==> src/rtl/core/jsc_pkg.sv <==
// Shared types and constants of the job-sequence crossover unit.
// No dependencies; every other file imports this package.
package jsc_pkg;

    localparam int JOB_W      = 6;   // job index field
    localparam int POS_W      = 10;  // child position field
    localparam int USE_W      = 5;   // per-job use counter
    localparam int CFG_IDX_W  = 8;   // configuration register index
    localparam int CFG_DATA_W = 7;   // configuration write data
    localparam int IDX_W      = 8;   // common width for job numbers inside the unit

    localparam logic [USE_W-1:0] USE_LIMIT = 5'd31;

    // Request command codes
    localparam logic CMD_PAIR = 1'b0;
    localparam logic CMD_FILL = 1'b1;

    // Configuration register indexes
    localparam logic [CFG_IDX_W-1:0] CFG_JOB_COUNT     = 8'd0;
    localparam logic [CFG_IDX_W-1:0] CFG_MACHINE_COUNT = 8'd1;

    // Controller to datapath
    typedef struct packed {
        logic pair_read;    // latch a pair, read its job's use counter
        logic pair_commit;  // consume the position, emit when allowed
        logic scan_read;    // read the use counter of the scan job
        logic scan_step;    // scan job is satisfied, move on
        logic scan_emit;    // emit the scan job
    } t_dp_cmd;

    // Datapath to controller
    typedef struct packed {
        logic pair_ok;       // incoming pair is in phase and names a valid job
        logic fill_ok;       // fill request is in phase
        logic scan_in_range; // scan job below job count
        logic use_short;     // job just read has fewer uses than machine count
        logic out_free;      // result register can take a new result
    } t_dp_status;

endpackage

==> src/rtl/core/jsc_if.sv <==
// Valid/ready channel interfaces of the job-sequence crossover unit.
// Depends on jsc_pkg for field widths.
interface jsc_req_if
    import jsc_pkg::*;
();
    logic             valid;
    logic             ready;
    logic             command;
    logic [JOB_W-1:0] good_job;
    logic [JOB_W-1:0] weak_job;

    modport source (output valid, command, good_job, weak_job, input ready);
    modport sink   (input valid, command, good_job, weak_job, output ready);
endinterface

interface jsc_rsp_if
    import jsc_pkg::*;
();
    logic             valid;
    logic             ready;
    logic [JOB_W-1:0] child_job;
    logic [POS_W-1:0] child_position;
    logic             child_done;

    modport source (output valid, child_job, child_position, child_done, input ready);
    modport sink   (input valid, child_job, child_position, child_done, output ready);
endinterface

interface jsc_cfg_if
    import jsc_pkg::*;
();
    logic                  valid;
    logic                  ready;
    logic [CFG_IDX_W-1:0]  index;
    logic [CFG_DATA_W-1:0] data;

    modport source (output valid, index, data, input ready);
    modport sink   (input valid, index, data, output ready);
endinterface

==> src/rtl/core/job_sequence_crossover_unit.sv <==
// Top level of the job-sequence crossover unit; instantiates jsc_ctrl and jsc_dp.
// Depends on jsc_pkg and the channel interfaces in jsc_if.
//
// The unit builds one child operation-sequence vector of length
// L = job_count * machine_count from two parent vectors. Send a pair request
// (command 0) for each of the L parent positions: over the first floor(L/2)
// positions the good parent's job goes to the child, after that the weak
// parent's job goes only while that job is still short of machine_count uses.
// Once all L pairs are in, send fill requests (command 1); each one emits the
// lowest job still short of its uses, until the child holds L entries. Each
// result carries its child position, and the entry that completes the child
// carries child_done and clears the unit for the next child. Requests out of
// phase, and pairs whose relevant job is at or beyond job_count, give no
// result. Writing either configuration register also starts a fresh child;
// write only while no request is in flight. A pair request first reads the
// job's use counter from the per-job memory, then updates it and loads the
// result register. A fill request scans from the current scan job, reading
// the use memory one job at a time and stepping over each fully used job.
// The result sits in its own register, so a new request is taken while the
// previous result waits; a stalled result holds the unit only in the update
// state of a pair request and once a fill request has found its job.
module job_sequence_crossover_unit
    import jsc_pkg::*;
#(
    parameter int MAX_JOBS     = 64,
    parameter int MAX_MACHINES = 16
) (
    input  logic   i_clk,
    input  logic   i_rst_n,
    jsc_req_if.sink   i_req,
    jsc_rsp_if.source o_rsp,
    jsc_cfg_if.sink   i_cfg
);

    t_dp_cmd    w_cmd;
    t_dp_status w_status;
    logic       w_cfg_we;

    // Configuration writes are always taken; the user must write only while idle, the unit does not enforce it.
    assign i_cfg.ready = 1'b1;
    assign w_cfg_we    = i_cfg.valid;

    // Sequencer: owns the request handshake.
    jsc_ctrl u_ctrl (
        .i_clk         (i_clk),
        .i_rst_n       (i_rst_n),
        .i_req_valid   (i_req.valid),
        .i_req_command (i_req.command),
        .o_req_ready   (i_req.ready),
        .i_status      (w_status),
        .o_cmd         (w_cmd)
    );

    // Datapath: counters, use memory, result register.
    jsc_dp #(
        .MAX_JOBS     (MAX_JOBS),
        .MAX_MACHINES (MAX_MACHINES)
    ) u_dp (
        .i_clk            (i_clk),
        .i_rst_n          (i_rst_n),
        .i_cfg_we         (w_cfg_we),
        .i_cfg_index      (i_cfg.index),
        .i_cfg_data       (i_cfg.data),
        .i_good_job       (i_req.good_job),
        .i_weak_job       (i_req.weak_job),
        .i_cmd            (w_cmd),
        .o_status         (w_status),
        .o_out_valid      (o_rsp.valid),
        .i_out_ready      (o_rsp.ready),
        .o_child_job      (o_rsp.child_job),
        .o_child_position (o_rsp.child_position),
        .o_child_done     (o_rsp.child_done)
    );

endmodule

==> src/rtl/core/jsc_ctrl.sv <==
// Sequencer of the job-sequence crossover unit: request handshake and
// datapath commands. Depends on jsc_pkg.
module jsc_ctrl
    import jsc_pkg::*;
(
    input  logic       i_clk,
    input  logic       i_rst_n,
    input  logic       i_req_valid,
    input  logic       i_req_command,
    output logic       o_req_ready,
    input  t_dp_status i_status,
    output t_dp_cmd    o_cmd
);

    typedef enum logic [3:0] {
        ST_IDLE     = 4'b0001,
        ST_PAIR_UPD = 4'b0010,
        ST_SCAN_RD  = 4'b0100,
        ST_SCAN_CHK = 4'b1000
    } t_state;

    t_state r_state;
    t_state n_state;

    assign o_req_ready = (r_state == ST_IDLE);

    always_comb begin
        n_state = r_state;
        o_cmd   = '0;
        case (r_state)
            ST_IDLE: begin
                if (i_req_valid) begin
                    if (i_req_command == CMD_PAIR) begin
                        if (i_status.pair_ok) begin
                            o_cmd.pair_read = 1'b1;
                            n_state         = ST_PAIR_UPD;
                        end
                    end else if (i_status.fill_ok) begin
                        n_state = ST_SCAN_RD;
                    end
                end
            end
            ST_PAIR_UPD: begin
                // hold until the result register is free
                if (i_status.out_free) begin
                    o_cmd.pair_commit = 1'b1;
                    n_state           = ST_IDLE;
                end
            end
            ST_SCAN_RD: begin
                if (i_status.scan_in_range) begin
                    o_cmd.scan_read = 1'b1;
                    n_state         = ST_SCAN_CHK;
                end else begin
                    n_state = ST_IDLE;
                end
            end
            ST_SCAN_CHK: begin
                if (!i_status.use_short) begin
                    o_cmd.scan_step = 1'b1;
                    n_state         = ST_SCAN_RD;
                end else if (i_status.out_free) begin
                    o_cmd.scan_emit = 1'b1;
                    n_state         = ST_IDLE;
                end
            end
            default: begin
                n_state = ST_IDLE;
            end
        endcase
    end

    always_ff @(posedge i_clk) begin
        if (!i_rst_n) begin
            r_state <= ST_IDLE;
        end else begin
            r_state <= n_state;
        end
    end

endmodule

==> src/rtl/core/jsc_dp.sv <==
// Datapath of the job-sequence crossover unit: configuration, counters,
// per-job use memory and result register. Depends on jsc_pkg.
module jsc_dp
    import jsc_pkg::*;
#(
    parameter int MAX_JOBS     = 64,
    parameter int MAX_MACHINES = 16
) (
    input  logic                  i_clk,
    input  logic                  i_rst_n,
    input  logic                  i_cfg_we,
    input  logic [CFG_IDX_W-1:0]  i_cfg_index,
    input  logic [CFG_DATA_W-1:0] i_cfg_data,
    input  logic [JOB_W-1:0]      i_good_job,
    input  logic [JOB_W-1:0]      i_weak_job,
    input  t_dp_cmd               i_cmd,
    output t_dp_status            o_status,
    output logic                  o_out_valid,
    input  logic                  i_out_ready,
    output logic [JOB_W-1:0]      o_child_job,
    output logic [POS_W-1:0]      o_child_position,
    output logic                  o_child_done
);

    localparam int JOBS_CAP = (MAX_JOBS < 127) ? MAX_JOBS : 127;
    localparam int MACH_CAP = (MAX_MACHINES < 31) ? MAX_MACHINES : 31;
    localparam int JC_W     = $clog2(JOBS_CAP + 1);
    localparam int MC_W     = $clog2(MACH_CAP + 1);
    localparam int LEN_W    = $clog2(JOBS_CAP * MACH_CAP + 1);
    localparam int ADDR_W   = (MAX_JOBS > 1) ? $clog2(MAX_JOBS) : 1;

    function automatic logic [ADDR_W-1:0] to_addr(input logic [IDX_W-1:0] job);
        return job[ADDR_W-1:0];
    endfunction

    // Configuration, effective values
    logic [JC_W-1:0]  r_jc;
    logic [MC_W-1:0]  r_mc;
    logic [LEN_W-1:0] w_len;
    logic [JC_W+MC_W-1:0] w_prod;

    // Child progress
    logic [LEN_W-1:0] r_pairs;
    logic [LEN_W-1:0] r_fill;
    logic [JC_W-1:0]  r_scan;
    logic [LEN_W-1:0] n_pairs;
    logic [LEN_W-1:0] n_fill;
    logic [JC_W-1:0]  n_scan;
    logic [MAX_JOBS-1:0] r_vld;

    // Use memory and its read port
    logic [USE_W-1:0]  r_mem [MAX_JOBS];
    logic [USE_W-1:0]  r_rd_mem;
    logic              r_rd_hit;
    logic [ADDR_W-1:0] r_addr;
    logic [IDX_W-1:0]  r_job;
    logic              r_first;

    logic [LEN_W-1:0]  w_half;
    logic              w_first;
    logic [JOB_W-1:0]  w_sel_job;
    logic              w_rd_en;
    logic [ADDR_W-1:0] w_rd_addr;
    logic [USE_W-1:0]  w_uses;
    logic              w_short;
    logic [USE_W-1:0]  w_new_uses;
    logic              w_emit;
    logic [IDX_W-1:0]  w_emit_job;
    logic              w_done;
    logic              w_cfg_hit;
    logic              w_clear;
    logic [LEN_W+POS_W-1:0] w_pos_ext;
    logic [JC_W-1:0]   n_jc;
    logic [MC_W-1:0]   n_mc;

    // Child payload register
    logic             r_out_valid;
    logic [JOB_W-1:0] r_child_job;
    logic [POS_W-1:0] r_child_position;
    logic             r_child_done;

    assign w_prod    = {{MC_W{1'b0}}, r_jc} * {{JC_W{1'b0}}, r_mc};
    assign w_len     = w_prod[LEN_W-1:0];
    assign w_half    = w_len >> 1;
    assign w_first   = (r_pairs < w_half);
    assign w_sel_job = w_first ? i_good_job : i_weak_job;

    assign w_uses  = r_rd_hit ? r_rd_mem : '0;
    assign w_short = (w_uses < r_mc);
    assign w_new_uses = (w_uses < USE_LIMIT) ? (w_uses + 1'b1) : w_uses;

    assign w_rd_en   = i_cmd.pair_read | i_cmd.scan_read;
    assign w_rd_addr = i_cmd.pair_read ? to_addr({{(IDX_W-JOB_W){1'b0}}, w_sel_job})
                                       : to_addr({{(IDX_W-JC_W){1'b0}}, r_scan});

    // only writes to a defined register restart the child
    assign w_cfg_hit  = i_cfg_we
                        && (i_cfg_index inside {CFG_JOB_COUNT, CFG_MACHINE_COUNT});
    assign w_emit     = (i_cmd.pair_commit & (r_first | w_short)) | i_cmd.scan_emit;
    assign w_emit_job = i_cmd.scan_emit ? {{(IDX_W-JC_W){1'b0}}, r_scan} : r_job;
    assign n_fill     = r_fill + 1'b1;
    assign w_done     = (n_fill == w_len);
    assign w_clear    = w_cfg_hit | (w_emit & w_done);
    assign w_pos_ext  = {{POS_W{1'b0}}, r_fill};

    assign n_pairs = r_pairs + 1'b1;
    assign n_scan  = r_scan + 1'b1;

    always_comb begin
        if (i_cfg_data == '0) begin
            n_jc = JC_W'(1);
        end else if (int'(i_cfg_data) > MAX_JOBS) begin
            n_jc = JC_W'(MAX_JOBS);
        end else begin
            n_jc = i_cfg_data[JC_W-1:0];
        end
        if (i_cfg_data[4:0] == '0) begin
            n_mc = MC_W'(1);
        end else if (int'(i_cfg_data[4:0]) > MAX_MACHINES) begin
            n_mc = MC_W'(MAX_MACHINES);
        end else begin
            n_mc = i_cfg_data[MC_W-1:0];
        end
    end

    assign o_status.pair_ok       = (r_pairs < w_len) && (r_fill < w_len)
                                    && (w_sel_job < r_jc);
    assign o_status.fill_ok       = (r_pairs >= w_len) && (r_fill < w_len);
    assign o_status.scan_in_range = (r_scan < r_jc);
    assign o_status.use_short     = w_short;
    assign o_status.out_free      = !r_out_valid || i_out_ready;

    always_ff @(posedge i_clk) begin
        if (!i_rst_n) begin
            r_jc        <= JC_W'(1);
            r_mc        <= MC_W'(1);
            r_pairs     <= '0;
            r_fill      <= '0;
            r_scan      <= '0;
            r_vld       <= '0;
            r_out_valid <= 1'b0;
        end else begin
            if (i_cfg_we) begin
                if (i_cfg_index == CFG_JOB_COUNT) begin
                    r_jc <= n_jc;
                end
                if (i_cfg_index == CFG_MACHINE_COUNT) begin
                    r_mc <= n_mc;
                end
            end
            if (w_emit) begin
                r_out_valid <= 1'b1;
            end else if (i_out_ready) begin
                r_out_valid <= 1'b0;
            end
            if (w_clear) begin
                r_pairs <= '0;
                r_fill  <= '0;
                r_scan  <= '0;
                r_vld   <= '0;
            end else begin
                if (i_cmd.pair_commit) begin
                    r_pairs <= n_pairs;
                end
                if (i_cmd.scan_step) begin
                    r_scan <= n_scan;
                end
                if (w_emit) begin
                    r_fill        <= n_fill;
                    r_vld[r_addr] <= 1'b1;
                end
            end
        end
    end

    always_ff @(posedge i_clk) begin
        if (w_emit) begin
            r_mem[r_addr]    <= w_new_uses;
            r_child_job      <= w_emit_job[JOB_W-1:0];
            r_child_position <= w_pos_ext[POS_W-1:0];
            r_child_done     <= w_done;
        end
        if (w_rd_en) begin
            r_rd_mem <= r_mem[w_rd_addr];
            r_rd_hit <= r_vld[w_rd_addr];
            r_addr   <= w_rd_addr;
        end
        if (i_cmd.pair_read) begin
            r_job   <= {{(IDX_W-JOB_W){1'b0}}, w_sel_job};
            r_first <= w_first;
        end
    end

    assign o_out_valid      = r_out_valid;
    assign o_child_job      = r_child_job;
    assign o_child_position = r_child_position;
    assign o_child_done     = r_child_done;

endmodule
==> src/flat_wrapper.sv <==
// flat-port wrapper written by rule: the top's interface ports become plain ports
module job_sequence_crossover_unit_flat import jsc_pkg::*;
#(
    parameter int MAX_JOBS     = 64,
    parameter int MAX_MACHINES = 16
)
  (i_clk, i_rst_n, i_req_valid, i_req_command, i_req_good_job, i_req_weak_job, i_req_ready, o_rsp_valid, o_rsp_child_job, o_rsp_child_position, o_rsp_child_done, o_rsp_ready, i_cfg_valid, i_cfg_index, i_cfg_data, i_cfg_ready);
  jsc_req_if i_req_i ();
  jsc_rsp_if o_rsp_i ();
  jsc_cfg_if i_cfg_i ();
  input  logic i_clk;
  input  logic i_rst_n;
  input wire logic [$bits(i_req_i.valid)-1:0] i_req_valid;
  input wire logic [$bits(i_req_i.command)-1:0] i_req_command;
  input wire logic [$bits(i_req_i.good_job)-1:0] i_req_good_job;
  input wire logic [$bits(i_req_i.weak_job)-1:0] i_req_weak_job;
  output wire logic [$bits(i_req_i.ready)-1:0] i_req_ready;
  output wire logic [$bits(o_rsp_i.valid)-1:0] o_rsp_valid;
  output wire logic [$bits(o_rsp_i.child_job)-1:0] o_rsp_child_job;
  output wire logic [$bits(o_rsp_i.child_position)-1:0] o_rsp_child_position;
  output wire logic [$bits(o_rsp_i.child_done)-1:0] o_rsp_child_done;
  input wire logic [$bits(o_rsp_i.ready)-1:0] o_rsp_ready;
  input wire logic [$bits(i_cfg_i.valid)-1:0] i_cfg_valid;
  input wire logic [$bits(i_cfg_i.index)-1:0] i_cfg_index;
  input wire logic [$bits(i_cfg_i.data)-1:0] i_cfg_data;
  output wire logic [$bits(i_cfg_i.ready)-1:0] i_cfg_ready;
  assign i_req_i.valid = i_req_valid;
  assign i_req_i.command = i_req_command;
  assign i_req_i.good_job = i_req_good_job;
  assign i_req_i.weak_job = i_req_weak_job;
  assign i_req_ready = i_req_i.ready;
  assign o_rsp_valid = o_rsp_i.valid;
  assign o_rsp_child_job = o_rsp_i.child_job;
  assign o_rsp_child_position = o_rsp_i.child_position;
  assign o_rsp_child_done = o_rsp_i.child_done;
  assign o_rsp_i.ready = o_rsp_ready;
  assign i_cfg_i.valid = i_cfg_valid;
  assign i_cfg_i.index = i_cfg_index;
  assign i_cfg_i.data = i_cfg_data;
  assign i_cfg_ready = i_cfg_i.ready;
  job_sequence_crossover_unit #(.MAX_JOBS(MAX_JOBS), .MAX_MACHINES(MAX_MACHINES)) u_core (.i_clk(i_clk), .i_rst_n(i_rst_n), .i_req(i_req_i), .o_rsp(o_rsp_i), .i_cfg(i_cfg_i));
endmodule
==> config.mk <==
export PLATFORM = sky130hd
export DESIGN_NAME = job_sequence_crossover_unit_flat
export DESIGN_NICKNAME = d
export VERILOG_FILES = /design/src/rtl/core/jsc_pkg.sv /design/src/rtl/core/jsc_if.sv /design/src/rtl/core/job_sequence_crossover_unit.sv /design/src/rtl/core/jsc_ctrl.sv /design/src/rtl/core/jsc_dp.sv /design/src/flat_wrapper.sv
export SDC_FILE = /design/constraint.sdc
export NUM_CORES = 1
export LEC_CHECK = 0
export BUFFER_PORTS_ARGS = -buffer_cell sky130_fd_sc_hd__buf_2
export CORE_MARGIN = 2
export CORE_UTILIZATION = 65
export DETAILED_ROUTE_END_ITERATION = 8
export PLACE_DENSITY = 0.82
export SETUP_SLACK_MARGIN = 0.1
export SYNTH_ARGS = -nofsm -noshare
export SYNTH_HDL_FRONTEND = slang
export SYNTH_SLANG_ARGS = --single-unit
==> constraint.sdc <==
create_clock -name i_clk -period 17.7 [get_ports i_clk]
set_input_delay 3.54 -clock i_clk [delete_from_list [all_inputs] [get_ports i_clk]]
set_output_delay 3.54 -clock i_clk [all_outputs]
set_load 0.03 [all_outputs]
==> results.sh <==
export IMPL_status="completed"
export IMPL_yosys_area_top_type="edfxtp_1"
export IMPL_grt_pass1_wl_um=78300
export IMPL_finalSetupViolations=0
export IMPL_initialDrtViolationCount=1806
export IMPL_rows=66
export IMPL_synth_cell_type_count=76
export IMPL_tritoncts="built"
export IMPL_setup_tns_ns=0
export IMPL_required_ns=18.01
export IMPL_synthTopCellsByArea="edfxtp_1 (51%), dfxtp_1 (10%), mux2i_1 (5.2%), nand2_1 (4.9%), ha_1 (3.6%)"
export IMPL_setup_worst_path_class="reg2reg"
export IMPL_synthCells=1773
export IMPL_grt_pass1_vias=13900
export IMPL_dieArea_mm2=0.0340
export IMPL_synthMostInstantiatedCell="edfxtp_1"
export IMPL_drtAntennaViolNets=0
export IMPL_regToRegSetupSlack_ns=6.80
export IMPL_multi_input_area_mm2=0.00770
export IMPL_synth_edff_count=356
export IMPL_synth_seq_cells=466
export IMPL_peakVddDrop_v=0.0000795
export IMPL_antenna_found_initial=0
export IMPL_yosysWarnings=0
export IMPL_drive_above_1_share_pct=9.24
export IMPL_synth_top_cell_area_share_pct=50.6
export IMPL_post_cts_resized=0
export IMPL_track_usage_pct=30.2
export IMPL_firstDrtPassIters=5
export IMPL_reg2regPathDepth=36
export IMPL_syn_area_mm2=0.0211
export IMPL_finalHoldViolCount=0
export IMPL_core_mm2=0.0323
export IMPL_dp_final_hpwl_um=33000
export IMPL_wl_per_cell_um=22.2
export IMPL_grt_max_degree=123
export IMPL_final_nets=1909
export IMPL_ys_seq_area_share_pct=61.0
export IMPL_worstPathMaxFanout=122
export IMPL_drcViolationCount=0
export IMPL_die_width_um=184
export IMPL_power_density_mw_per_mm2=94.5
export IMPL_syn_nets=1880
export IMPL_gp_congestion=0.921
export IMPL_slowest_stage="nor4_1"
export IMPL_cts_root_to_sink_buffers=3
export IMPL_final_util_pct=71.8
export IMPL_critPathArrivalTime_ns=11.21
export IMPL_cts_root_buf="clkbuf_16"
export IMPL_slowest_delay_ns=0.80
export IMPL_r2r_end="u_core.u_dp.r_rd_hit$_DFFE_PP_"
export IMPL_initial_core_util_pct=65.4
export IMPL_p_leak_nw=8.70
export IMPL_cts_sinks=466
export IMPL_finalNonFillerCells=2282
export IMPL_endpoint_kind="flop"
export IMPL_synth_commonest_cells="edfxtp_1 (356), nand2_1 (274), nor2_1 (150), dfxtp_1 (110), mux2i_1 (109)"
export IMPL_io_buffer_count=51
export IMPL_seq_area_mm2=0.0129
export IMPL_final_cell_area_mm2=0.0232
export IMPL_maxCapViolCount=0
export IMPL_num_vias=14500
export IMPL_worst_pin_slew_ns=1.25
export IMPL_timing_final_crit_share_pct=61.6
export IMPL_fill_cells=2116
export IMPL_dieHeight_um=184
export IMPL_holdPathStages=1
export IMPL_hold_buffers=0
export IMPL_slew_headroom_pct=16.5
export IMPL_whs_endpoint="u_core.u_dp.r_vld[4]$_SDFFE_PP0N_"
export IMPL_ctsHtreeMaxLevel=2
export IMPL_r2r_start="u_core.u_dp.r_mc[4]$_SDFFE_PN0P_"
export IMPL_fmax_mhz=91.7
export IMPL_hp_class="reg2reg"
export IMPL_cts_buffers=46
export IMPL_finClkSkew_ns=0.0334
export IMPL_routed_wl_um=50600
export IMPL_avgSynthCellArea_um2=11.9
export IMPL_avgViaCountPerCell=6.36
export IMPL_grt_overflow_total=0
export IMPL_postCtsSetupBuffers=0
export IMPL_clkTransAtPathRegs_ns=0.06
export IMPL_startpoint_type="flop"
export IMPL_dpl_cell_area_mm2=0.0217
export IMPL_synthArstFlopShare_pct=0
export IMPL_min_from="u_core.u_dp.r_vld[4]$_SDFFE_PP0N_"
export IMPL_period_needed_ns=10.90
export IMPL_rsz0062_at_grt="false"
export IMPL_synthFlopType="edfxtp_1"
export IMPL_dp_cells=2196
export IMPL_slew_viol_final=0
export IMPL_io_pins=53
export IMPL_antenna_cells=0
export IMPL_synthToLayoutAreaGrowth_pct=9.69
export IMPL_clk_latency_ns=0.57
[layout make-up]
type,count,share of cell area (%)
well taps,442,2.39
clock inverters,29,1.11
flip-flops and latches,466,55.6
clock buffers,57,5.23
multi-input cells,1177,33.2
repair buffers,67,1.67
inverters,44,0.756
[state kept, by name, indices dropped and copies added (netlist names)]
signal	count
u_core.u_ctrl.r_state	4
u_core.u_dp.o_child_done	1
u_core.u_dp.o_child_job	6
u_core.u_dp.o_child_position	10
u_core.u_dp.o_out_valid	1
u_core.u_dp.r_addr	6
u_core.u_dp.r_fill	11
u_core.u_dp.r_first	1
u_core.u_dp.r_jc	7
u_core.u_dp.r_job	6
u_core.u_dp.r_mc	5
u_core.u_dp.r_mem	320
u_core.u_dp.r_pairs	11
u_core.u_dp.r_rd_hit	1
u_core.u_dp.r_rd_mem	5
u_core.u_dp.r_scan	7
u_core.u_dp.r_vld	64
[per-layer routing]
metal,up-vias,routed length [µm],track usage (%)
li1,6513,-,-
met1,7047,20600,41.7
met2,795,23400,47.7
met3,154,4760,5.79
met4,0,1910,11.6
met5,-,0,0
[cell usage in the layout, fill, tap and decap left out, types with 8 or more instances in the layout]
cell type | netlist | routed
edfxtp_1 | 356 | 356
nand2_1 | 274 | 271
nor2_1 | 150 | 150
dfxtp_1 | 110 | 110
mux2i_1 | 109 | 107
a21oi_1 | 81 | 81
o21a_1 | 73 | 73
ha_1 | 60 | 60
nand3_1 | 56 | 56
buf_2 | 30 | 51
clkbuf_16 | 0 | 46
inv_1 | 40 | 40
xor2_1 | 30 | 30
nor4_1 | 29 | 29
o22ai_1 | 25 | 25
xnor2_1 | 25 | 24
o21ai_0 | 23 | 23
and2_1 | 15 | 15
o2111ai_1 | 15 | 15
buf_4 | 4 | 15
fa_1 | 14 | 14
clkinv_1 | 0 | 14
mux2_2 | 11 | 11
nand3b_1 | 11 | 11
nor2b_1 | 11 | 11
a21o_1 | 10 | 10
nand4_1 | 10 | 10
and3_1 | 11 | 10
a211oi_1 | 10 | 10
o21ai_1 | 10 | 9
nand2b_1 | 10 | 9
a31oi_1 | 9 | 9
clkbuf_1 | 41 | 9
o211ai_1 | 8 | 8
[where the power goes]
part | switching, mW | leakage (nW) | total [mW] | internal [mW]
clock | 0.414 | 0.718 | 0.949 | 0.535
combinational | 0.0469 | 3.89 | 0.0667 | 0.0198
sequential | 0.00194 | 4.09 | 1.18 | 1.17
total | 0.463 | 8.70 | 2.19 | 1.73
[metrics by stage]
step / setup slack [ns] / hold slack [ns] / power [mW]
after global placement: 7.33 / 0.446 / 1.26
after detailed placement: 7.02 / 0.452 / 1.26
after global routing: 6.17 / 0.477 / 2.24
after floorplan: 9.63 / 0.406 / 1.24
final: 6.80 / 0.463 / 2.19
after CTS: 6.94 / 0.467 / 2.19
[cells by family (layout without fill, tap and decap cells)]
group	Yosys count	in the layout	synth area share, %
simple gates	616	616	13.1
flops	466	466	61.0
compound gates	307	307	9.77
buf+inv	130	197	2.78
mux	121	121	5.86
fa+ha+maj	75	75	4.93
xor+xnor	57	57	2.50
other cells	1	1	0.0177
[worst max-delay path by stage]
stage               slack [ns]                        startpoint                                 to  depth (start not counted)
global route              6.17  u_core.u_dp.r_mc[4]$_SDFFE_PN0P_     u_core.u_dp.r_rd_hit$_DFFE_PP_                         38
detailed placement        7.02  u_core.u_dp.r_mc[4]$_SDFFE_PN0P_     u_core.u_dp.r_rd_hit$_DFFE_PP_                         36
global placement          7.33  u_core.u_dp.r_mc[3]$_SDFFE_PN0P_     u_core.u_dp.r_rd_hit$_DFFE_PP_                         36
finish                    6.80  u_core.u_dp.r_mc[4]$_SDFFE_PN0P_     u_core.u_dp.r_rd_hit$_DFFE_PP_                         36
CTS                       6.94  u_core.u_dp.r_mc[4]$_SDFFE_PN0P_     u_core.u_dp.r_rd_hit$_DFFE_PP_                         36
floorplan                 9.63  u_core.u_dp.r_mc[3]$_SDFFE_PN0P_  u_core.u_dp.r_rd_mem[0]$_DFFE_PP_                         36
[worst max-delay path: cells and delay by family, from the launching register on]
family | cells | cell delay (ns)
AO/OA/AOI/OAI | 12 | 2.05
XOR/XNOR | 1 | 0.38
adder cells (fa/ha/maj) | 7 | 2.84
buffers and inverters | 7 | 1.87
flip-flops | 1 | 0.43
multiplexers | 2 | 0.67
AND/OR/NAND/NOR | 7 | 2.27
Note: power is estimated with default switching activity, not from simulation.
